### src/hdl/rgim_pkg.sv
// Package: types, widths and constants shared by the ROI to ground-truth IoU matcher.
package rgim_pkg;

  localparam int MAX_GT_DEF     = 64;
  localparam int COORD_BITS_DEF = 16;

  localparam int FIELD_W = 16;               // coordinate field width
  localparam int CW      = 17;               // internal coordinate width
  localparam int SW      = 19;               // side / intersection width
  localparam int PW      = 33;               // area width
  localparam int UW      = 34;               // union width
  localparam int QW      = 17;               // Q1.16 overlap width
  localparam int THR_W   = 17;

  localparam logic signed [SW-1:0] ONE_PIXEL = SW'(16);
  localparam logic [QW-1:0]        ONE_Q16   = 17'h10000;

  localparam logic [THR_W-1:0] FG_RST  = 17'd32768;
  localparam logic [THR_W-1:0] BGH_RST = 17'd32768;
  localparam logic [THR_W-1:0] BGL_RST = 17'd0;

  typedef enum logic [1:0] {
    REG_FG  = 2'd0,
    REG_BGH = 2'd1,
    REG_BGL = 2'd2,
    REG_NONE = 2'd3
  } reg_idx_t;

  typedef enum logic [1:0] {
    CMD_CLEAR = 2'd0,
    CMD_ADD   = 2'd1,
    CMD_QUERY = 2'd2,
    CMD_NONE  = 2'd3
  } cmd_code_t;

  typedef enum logic [1:0] {
    ST_CLEARED = 2'd0,
    ST_STORED  = 2'd1,
    ST_DROPPED = 2'd2,
    ST_QUERY   = 2'd3
  } status_t;

  typedef enum logic [3:0] {
    S_IDLE, S_RD, S_S1, S_S2, S_S3, S_DS, S_DW, S_UPD, S_FIN
  } state_t;

  typedef struct packed {
    logic [1:0]          cmd;
    logic signed [15:0]  coord0;
    logic signed [15:0]  coord1;
    logic signed [15:0]  coord2;
    logic signed [15:0]  coord3;
    logic signed [15:0]  coord4;
    logic signed [15:0]  coord5;
    logic signed [15:0]  coord6;
    logic signed [15:0]  coord7;
    logic [7:0]          class_in;
  } in_t;

  typedef struct packed {
    logic [1:0]  status;
    logic [5:0]  best_index;
    logic [16:0] max_overlap;
    logic [7:0]  class_label;
    logic        is_fg;
    logic        is_bg;
  } out_t;

  typedef struct packed {
    logic [7:0]             cls;
    logic signed [CW-1:0]   xmin;
    logic signed [CW-1:0]   ymin;
    logic signed [CW-1:0]   xmax;
    logic signed [CW-1:0]   ymax;
  } gt_ent_t;

  // controller -> datapath
  typedef struct packed {
    logic    clr;
    logic    wr;
    logic    init;
    logic    rd;
    logic    s1;
    logic    s2;
    logic    s3;
    logic    div_start;
    logic    upd;
    logic    k_inc;
    logic    emit;
    status_t code;
  } ctl_t;

  // datapath -> controller
  typedef struct packed {
    logic full;
    logic empty;
    logic last;
    logic div_done;
  } sts_t;

  function automatic logic signed [CW-1:0] coord_ext(input logic [FIELD_W-1:0] raw,
                                                    input int unsigned cb);
    logic [CW-1:0] m;
    logic [CW-1:0] v;
    logic [CW-1:0] off;
    m   = (cb >= 16) ? 17'h0FFFF : ((17'd1 << cb) - 17'd1);
    v   = {1'b0, raw} & m;
    off = '0;
    if (cb <= 16 && ((v >> (cb - 1)) & 17'd1) != 17'd0) begin
      off = 17'd1 << cb;
    end
    return $signed(v - off);
  endfunction

  function automatic logic signed [CW-1:0] smin(input logic signed [CW-1:0] a,
                                               input logic signed [CW-1:0] b);
    return (a < b) ? a : b;
  endfunction

  function automatic logic signed [CW-1:0] smax(input logic signed [CW-1:0] a,
                                               input logic signed [CW-1:0] b);
    return (a > b) ? a : b;
  endfunction

endpackage

### src/hdl/rgim_ctrl.sv
// Controller: command decode and the per-box sequence of a query.
module rgim_ctrl (
  input  logic            clk,
  input  logic            rst_n,
  input  logic            start,
  input  logic [1:0]      in_cmd,
  input  rgim_pkg::sts_t  sts,
  output rgim_pkg::ctl_t  ctl,
  output logic            busy
);

  rgim_pkg::state_t state_r, state_nxt;

  always_ff @(posedge clk) begin
    if (!rst_n) begin
      state_r <= rgim_pkg::S_IDLE;
    end else begin
      state_r <= state_nxt;
    end
  end

  always_comb begin
    ctl       = '0;
    ctl.code  = rgim_pkg::ST_CLEARED;
    state_nxt = state_r;
    unique case (state_r)
      rgim_pkg::S_IDLE: begin
        if (start) begin
          unique case (rgim_pkg::cmd_code_t'(in_cmd))
            rgim_pkg::CMD_CLEAR: begin
              ctl.clr  = 1'b1;
              ctl.emit = 1'b1;
              ctl.code = rgim_pkg::ST_CLEARED;
            end
            rgim_pkg::CMD_ADD: begin
              ctl.emit = 1'b1;
              if (sts.full) begin
                ctl.code = rgim_pkg::ST_DROPPED;
              end else begin
                ctl.wr   = 1'b1;
                ctl.code = rgim_pkg::ST_STORED;
              end
            end
            rgim_pkg::CMD_QUERY: begin
              ctl.init  = 1'b1;
              state_nxt = sts.empty ? rgim_pkg::S_FIN : rgim_pkg::S_RD;
            end
            rgim_pkg::CMD_NONE: ;
            default: ;
          endcase
        end
      end
      rgim_pkg::S_RD: begin
        ctl.rd    = 1'b1;
        state_nxt = rgim_pkg::S_S1;
      end
      rgim_pkg::S_S1: begin
        ctl.s1    = 1'b1;
        state_nxt = rgim_pkg::S_S2;
      end
      rgim_pkg::S_S2: begin
        ctl.s2    = 1'b1;
        state_nxt = rgim_pkg::S_S3;
      end
      rgim_pkg::S_S3: begin
        ctl.s3    = 1'b1;
        state_nxt = rgim_pkg::S_DS;
      end
      rgim_pkg::S_DS: begin
        ctl.div_start = 1'b1;
        state_nxt     = rgim_pkg::S_DW;
      end
      rgim_pkg::S_DW: begin
        if (sts.div_done) begin
          state_nxt = rgim_pkg::S_UPD;
        end
      end
      rgim_pkg::S_UPD: begin
        ctl.upd = 1'b1;
        if (sts.last) begin
          state_nxt = rgim_pkg::S_FIN;
        end else begin
          ctl.k_inc = 1'b1;
          state_nxt = rgim_pkg::S_RD;
        end
      end
      rgim_pkg::S_FIN: begin
        ctl.emit  = 1'b1;
        ctl.code  = rgim_pkg::ST_QUERY;
        state_nxt = rgim_pkg::S_IDLE;
      end
      default: state_nxt = rgim_pkg::S_IDLE;
    endcase
  end

  assign busy = (state_r != rgim_pkg::S_IDLE);

  a_upd_next: assert property (@(posedge clk) disable iff (!rst_n)
    (state_r == rgim_pkg::S_UPD && !sts.last) |=> state_r == rgim_pkg::S_RD)
    else $error("box walk did not continue");

  a_emit_idle: assert property (@(posedge clk) disable iff (!rst_n)
    (ctl.emit && ctl.code != rgim_pkg::ST_QUERY) |-> state_r == rgim_pkg::S_IDLE)
    else $error("table transaction result outside idle");

endmodule

### config.mk
export PLATFORM = sky130hd
export DESIGN_NAME = rgim_ctrl
export DESIGN_NICKNAME = d
export VERILOG_FILES = /design/src/hdl/rgim_pkg.sv /design/src/hdl/rgim_ctrl.sv
export SDC_FILE = /design/constraint.sdc
export NUM_CORES = 1
export LEC_CHECK = 0
export ABC_AREA = 1
export BUFFER_PORTS_ARGS = -buffer_cell sky130_fd_sc_hd__buf_4
export CAP_MARGIN = 20
export CORE_AREA = 4 4 41 43
export DETAILED_ROUTE_END_ITERATION = 8
export DIE_AREA = 0 0 45 47
export GPL_TIMING_DRIVEN = 0
export HOLD_SLACK_MARGIN = 0.03
export SLEW_MARGIN = 20
export SYNTH_ARGS = -nofsm -noshare
export SYNTH_HDL_FRONTEND = slang
export SYNTH_SLANG_ARGS = --single-unit
export TNS_END_PERCENT = 1
### constraint.sdc
create_clock -name clk -period 1.78 [get_ports clk]
set_input_delay 0.356 -clock clk [delete_from_list [all_inputs] [get_ports clk]]
set_output_delay 0.356 -clock clk [all_outputs]
set_load 0.03 [all_outputs]
==> out/results.ini, run 1 <==
[run_status]
status=complete, no violations

[floorplanning]
die_area_um2=2120
num_rows=13
coreArea_um2=1300
ios=23
initial_core_util_pct=27.3
die_x_um=45
dieHeight_um=47

[logic_synthesis]
synth.distinct_cells=18
ys_ff_latch=4
synth.top_cell.area_share_pct=22.5
syn_nets=69
synth_area_leader_cell=dfxtp_1
syn_avg_cell_area_um2=5.92
ys_warn_count=0
synthTopCellsByArea=dfxtp_1 (23%), nor2_1 (15%), inv_1 (11%)
ys_seq_area_share_pct=22.5
synth_area_um2=355
syn_inst=60

[route]
post_drt_wl_per_cell_um=9.66
routed_wl_um=966
viasPerCell=4.50
drt_first_pass_iters=4
dr_total_vias=450
drcViolationCount=0
postRouteAntennaNets=0
drt_iter0_markers=8

[critical_path]
crit_required_ns=1.42
cp-end-kind=output pin
crit_buf_inv=3
cpMaxStageDelayCell=dfxtp_1
worst_ep_arrival_time_ns=1.31
path_cells=inv_2 -> nor2_2 -> inv_1 -> nor3_1 -> buf_4
critPathKind=reg2out
critPathMaxStageDelay_ns=0.40
critPathLaunchType=flop
crit_fanout=5
crit_family=flip-flops

[cts]
cts_root_buf=clkbuf_4
clock_latency_ns=0.23
cts_tree=yes
cts_hold_buf=0
ctsResizeCount=0
cts_buffer_depth=2
clkTransAtPathRegs_ns=0.03
htree_levels=1
post-cts-setup-buffers=0
clkSinkCount=4
cts_buffers=3

[placement]
dpl_cell_area_um2=539
hpwl_um=831
portBuffers=22
gp_congestion=0.749
dpl_worst_slack_ns=0.326
placed_cells=97

[layout]
diodes=0
final_core_util_pct=43.6
regMostFlops=state_r
layoutNonFillerInstCount=100
layout-area-overhead-vs-synth_pct=59.5
fill_cells=135
post-route-cell-area_um2=567
reg_top3=state_r x4
fin_nets=96
largest_register_ffs=4
drive_above_1_share_pct=40.0

[timing]
fin_crit_sh_pct=93.9
worst_slew_pin_slew_ns=0.267
rsz0062_at_grt=false
fin_crit_ns=1.67
drv_slew=0
fmax_mhz=599
fin_skew_ns=0.000249
finalHoldViolCount=0
setup_violations=0
setup_tns_ns=0
fin_ws_ns=0.109
fin_hold_ws_ns=0.340
slew_headroom_pct=82.2

[global_routing]
gr-usage-all-layers_pct=9.32
grt.overflow.total=0
antenna_found_initial=0
grt_max_degree=7
grtUsageMet1_pct=10.9
grt.busiest_layer=met2
grt_pass1_wl_um=1440
met3_usage_pct=2.30
grt_pass1_vias=387
gr-usage-met2_pct=15.5

[pwr]
finalPower_uw=382
cellLeakagePower_nw=0.304
ir_drop_mv=0.326
powerDensity_nw_per_um2=675

[hold_path]
min_path_type=in2reg

[job]
cap_violations=0

kinds of logic (layout without fill, tap and decap cells):
family	Yosys count	count (layout)	synth area share [%]
flops	4	4	22.5
buf+inv	12	37	12.7
simple gates	38	38	53.5
compound gates	6	6	11.3
cell usage after synthesis, drive strengths merged:
cell,n
o211ai,1
nand2,7
nand3,5
dfxtp,4
nand3b,2
o21ai,3
o22ai,1
nand4,2
inv,12
nor2,19
nor3,3
o21a,1
power breakdown:
part	total, mW	internal, mW	switching (mW)
Combinational	0.168	0.0652	0.103
Clock	0.107	0.0751	0.0323
Sequential	0.107	0.0960	0.0112
Total	0.382	0.236	0.146
worst paths after layout:
check        startpoint          to  slack (ns)  cells after the start
max          state_r[2]      ctl[6]        0.11                      5
min               rst_n  state_r[2]        0.34                      2
max reg2reg  state_r[1]  state_r[0]        0.66                      7
min reg2reg  state_r[2]  state_r[1]        0.75                      4
cells in the final DEF, fill, tap and decap left out:
cell	netlist	final
nand3_1	5	5
dfxtp_1	4	4
nand2_1	6	6
nor3_1	3	3
inv_2	2	2
o21ai_2	1	1
clkbuf_4	0	3
nor2_4	1	2
buf_4	0	22
o21a_1	1	1
nand4_1	2	2
o22ai_1	1	1
o21ai_1	1	1
nand2_4	1	1
nor2_1	14	14
nor2_2	4	3
o211ai_1	1	1
inv_1	10	10
nand3b_1	2	2
o21ai_0	1	1
metal layers:
metal	vias to the layer above	wire, um
met5	-	0
met2	5	536
met4	0	0
li1	240	-
met1	205	407
met3	0	22
layout make-up:
class                   count  area [um^2]  area share (%)
inverters                  12         45.0            7.95
clock buffers               3         22.5            3.97
repair buffers             22          165            29.1
flip-flops and latches      4         80.1            14.1
well taps                  15         18.8            3.31
multi-input cells          44          235            41.5
Note: power is estimated with default switching activity, not from simulation.
==> inputs of run 2 (changes only) <==
--- a/config.mk
+++ b/config.mk
@@ -6,11 +6,11 @@
 export NUM_CORES = 1
 export LEC_CHECK = 0
 export ABC_AREA = 1
-export BUFFER_PORTS_ARGS = -buffer_cell sky130_fd_sc_hd__buf_4
 export CAP_MARGIN = 20
 export CORE_AREA = 4 4 41 43
 export DETAILED_ROUTE_END_ITERATION = 8
 export DIE_AREA = 0 0 45 47
+export DONT_BUFFER_PORTS = 1
 export GPL_TIMING_DRIVEN = 0
 export HOLD_SLACK_MARGIN = 0.03
 export SLEW_MARGIN = 20
==> run 2 against run 1 <==
- the run now ends with setup timing left
- setup slack worse by 0.11 ns
- sequential share of layout area grew 3.4 points
- critical endpoint unchanged
- clock-buffer cell count unchanged
- clock skew is 0.0016 ns higher
- utilization decreased by 8.4 points
- sequential cell count did not move
- critical path type unchanged
- via count fell by 14%
- sequential power hardly changed
- first-iteration DRC count shrank 50%
- fmax decreased by 6.4%
- global-route usage shrank 0.71 points
- clock power about the same
==> out/results.ini, run 2 (synthesis gave the netlist of run 1 again) <==
[run_status]
status=finished, violations left
violations=setup timing

[global_routing]
grt_pass1_vias=356  ; -8.0%
grt_max_degree=7  ; unchanged
grt.overflow.total=0  ; unchanged
grt_pass1_wl_um=1300  ; -9.6%
antenna_found_initial=0  ; unchanged
gr-usage-all-layers_pct=8.61  ; -0.71 points

[critical_path]
crit_required_ns=1.42  ; about the same
critPathLaunchType=flop
crit_fanout=5  ; unchanged
cp-end-kind=output pin
worst_ep_arrival_time_ns=1.43  ; +0.12 ns
critPathKind=reg2out
rrSetupSlack_ns=0.53  ; -0.13 ns

[layout]
reg_top3=state_r x4
fin_nets=74  ; -23%
final_cell_mix=inv_1 (10), nor2_2 (8), nor2_1 (8), nand2_1 (6), nand3_1 (5)
largest_register_ffs=4  ; unchanged
layout-area-overhead-vs-synth_pct=28.9
fill_cells=163  ; +21%
regMostFlops=state_r
diodes=0  ; unchanged
final_common_cell=inv_1
drive_above_1_share_pct=36.5  ; -3.5 points

[cts]
cts_hold_buf=0  ; unchanged
cts_root_buf=clkbuf_4
post-cts-setup-buffers=0  ; unchanged
cts_tree=yes
clkSinkCount=4  ; unchanged
clkTransAtPathRegs_ns=0.04  ; about the same
htree_levels=1  ; unchanged
cts_buffers=3  ; unchanged
clock_latency_ns=0.23  ; about the same
cts_buffer_depth=2  ; unchanged

[placement]
portBuffers=0  ; -100%
gp_congestion=0.813  ; +8.5%
hpwl_um=743  ; -11%

[timing]
fin_crit_ns=1.78  ; +0.114 ns
fin_skew_ns=0.00184  ; +0.00159 ns
fin_crit_sh_pct=100  ; +6.4 points
worst_slew_pin_slew_ns=0.533  ; +0.266 ns
fin_hold_ws_ns=0.242  ; -0.0983 ns
drv_slew=0  ; unchanged
fin_ws_ns=-0.00425  ; -0.114 ns
fmax_mhz=560  ; -6.4%
finalHoldViolCount=0  ; unchanged
setup_violations=1  ; +1
slew_headroom_pct=64.2  ; -18 points
rsz0062_at_grt=true

[route]
drt_first_pass_iters=4  ; unchanged
dr_total_vias=388  ; -14%
viasPerCell=4.97  ; +11%
routed_wl_um=914  ; -5.4%
postRouteAntennaNets=0  ; unchanged
drt_iter0_markers=4  ; -4
post_drt_wl_per_cell_um=11.7  ; +21%
drcViolationCount=0  ; unchanged

[floorplanning]
coreArea_um2=1300  ; unchanged
ios=23  ; unchanged
die_area_um2=2120  ; unchanged
initial_core_util_pct=27.3  ; unchanged
dieHeight_um=47  ; unchanged
num_rows=13  ; unchanged
die_x_um=45  ; unchanged

[pwr]
finalPower_uw=358  ; -6.4%
powerDensity_nw_per_um2=782  ; +16%
cellLeakagePower_nw=0.203  ; -33%
ir_drop_mv=0.348  ; +6.6%

[hold_path]
min_path_type=in2reg

[job]
cap_violations=0  ; unchanged

==> run 2: cell types whose count changed in the layout (fill, tap and decap cells not counted), sizes merged <==
cell | before | now
buf | 22 | 0
==> run 2: area by class of cell <==
class	count	area, um^2	area share, %
Multi-Input combinational cell	44	292	63.7
Sequential cell	4	80.1	17.5
Inverter	12	45.0	9.84
Clock buffer	3	22.5	4.92
Tap cell	15	18.8	4.10
==> run 2: worst paths after layout <==
path,startpoint,end,depth (start not counted)
worst min register to register,state_r[2],state_r[1],4
worst min-delay path,rst_n,state_r[2],1
worst max register to register,state_r[0],state_r[2],3
worst max-delay path,state_r[2],ctl[6],4
==> run 2: metal layers <==
layer  vias up  GRT usage (%)  share of wire, %
li1        201              -                 -
met1       178           8.64                35
met2         7           14.4                58
met3         2           1.92               4.6
met4         0           8.77               2.2
met5         -              0                 0
==> run 2: repair_timing <==
| action | CTS | global route |
|---|---|---|
| endpoints found under the setup margin | 9 | 10 |
| gates resized for setup | 10 | 6 |
| gates cloned | 0 | 0 |
| hold endpoints to repair | 0 | 0 |
==> run 2: power breakdown <==
part           switching [mW]  internal [mW]
sequential             0.0120         0.0960
clock                  0.0352         0.0753
combinational           0.105         0.0347
==> run 2: per-stage QoR <==
stage	instances	cell area (um^2)	util [%]	TNS (ns)	worst slack (ns)
floorplan	60	355	-	0	0.0475
global placement	75	374	28.7	-0.136	-0.0662
detailed placement	75	374	28.7	-0.144	-0.0721
CTS	78	433	33.3	-0.0509	-0.0270
global route	78	458	35.2	-0.214	-0.0997
finish	78	458	35.2	-0.00425	-0.00425
==> run 2: critical path, cell delays in order (launching register included) <==
cell     delay [ns]
dfxtp_1        0.41
inv_2          0.06
nor2_2         0.16
inv_1          0.13
nor3_2         0.43
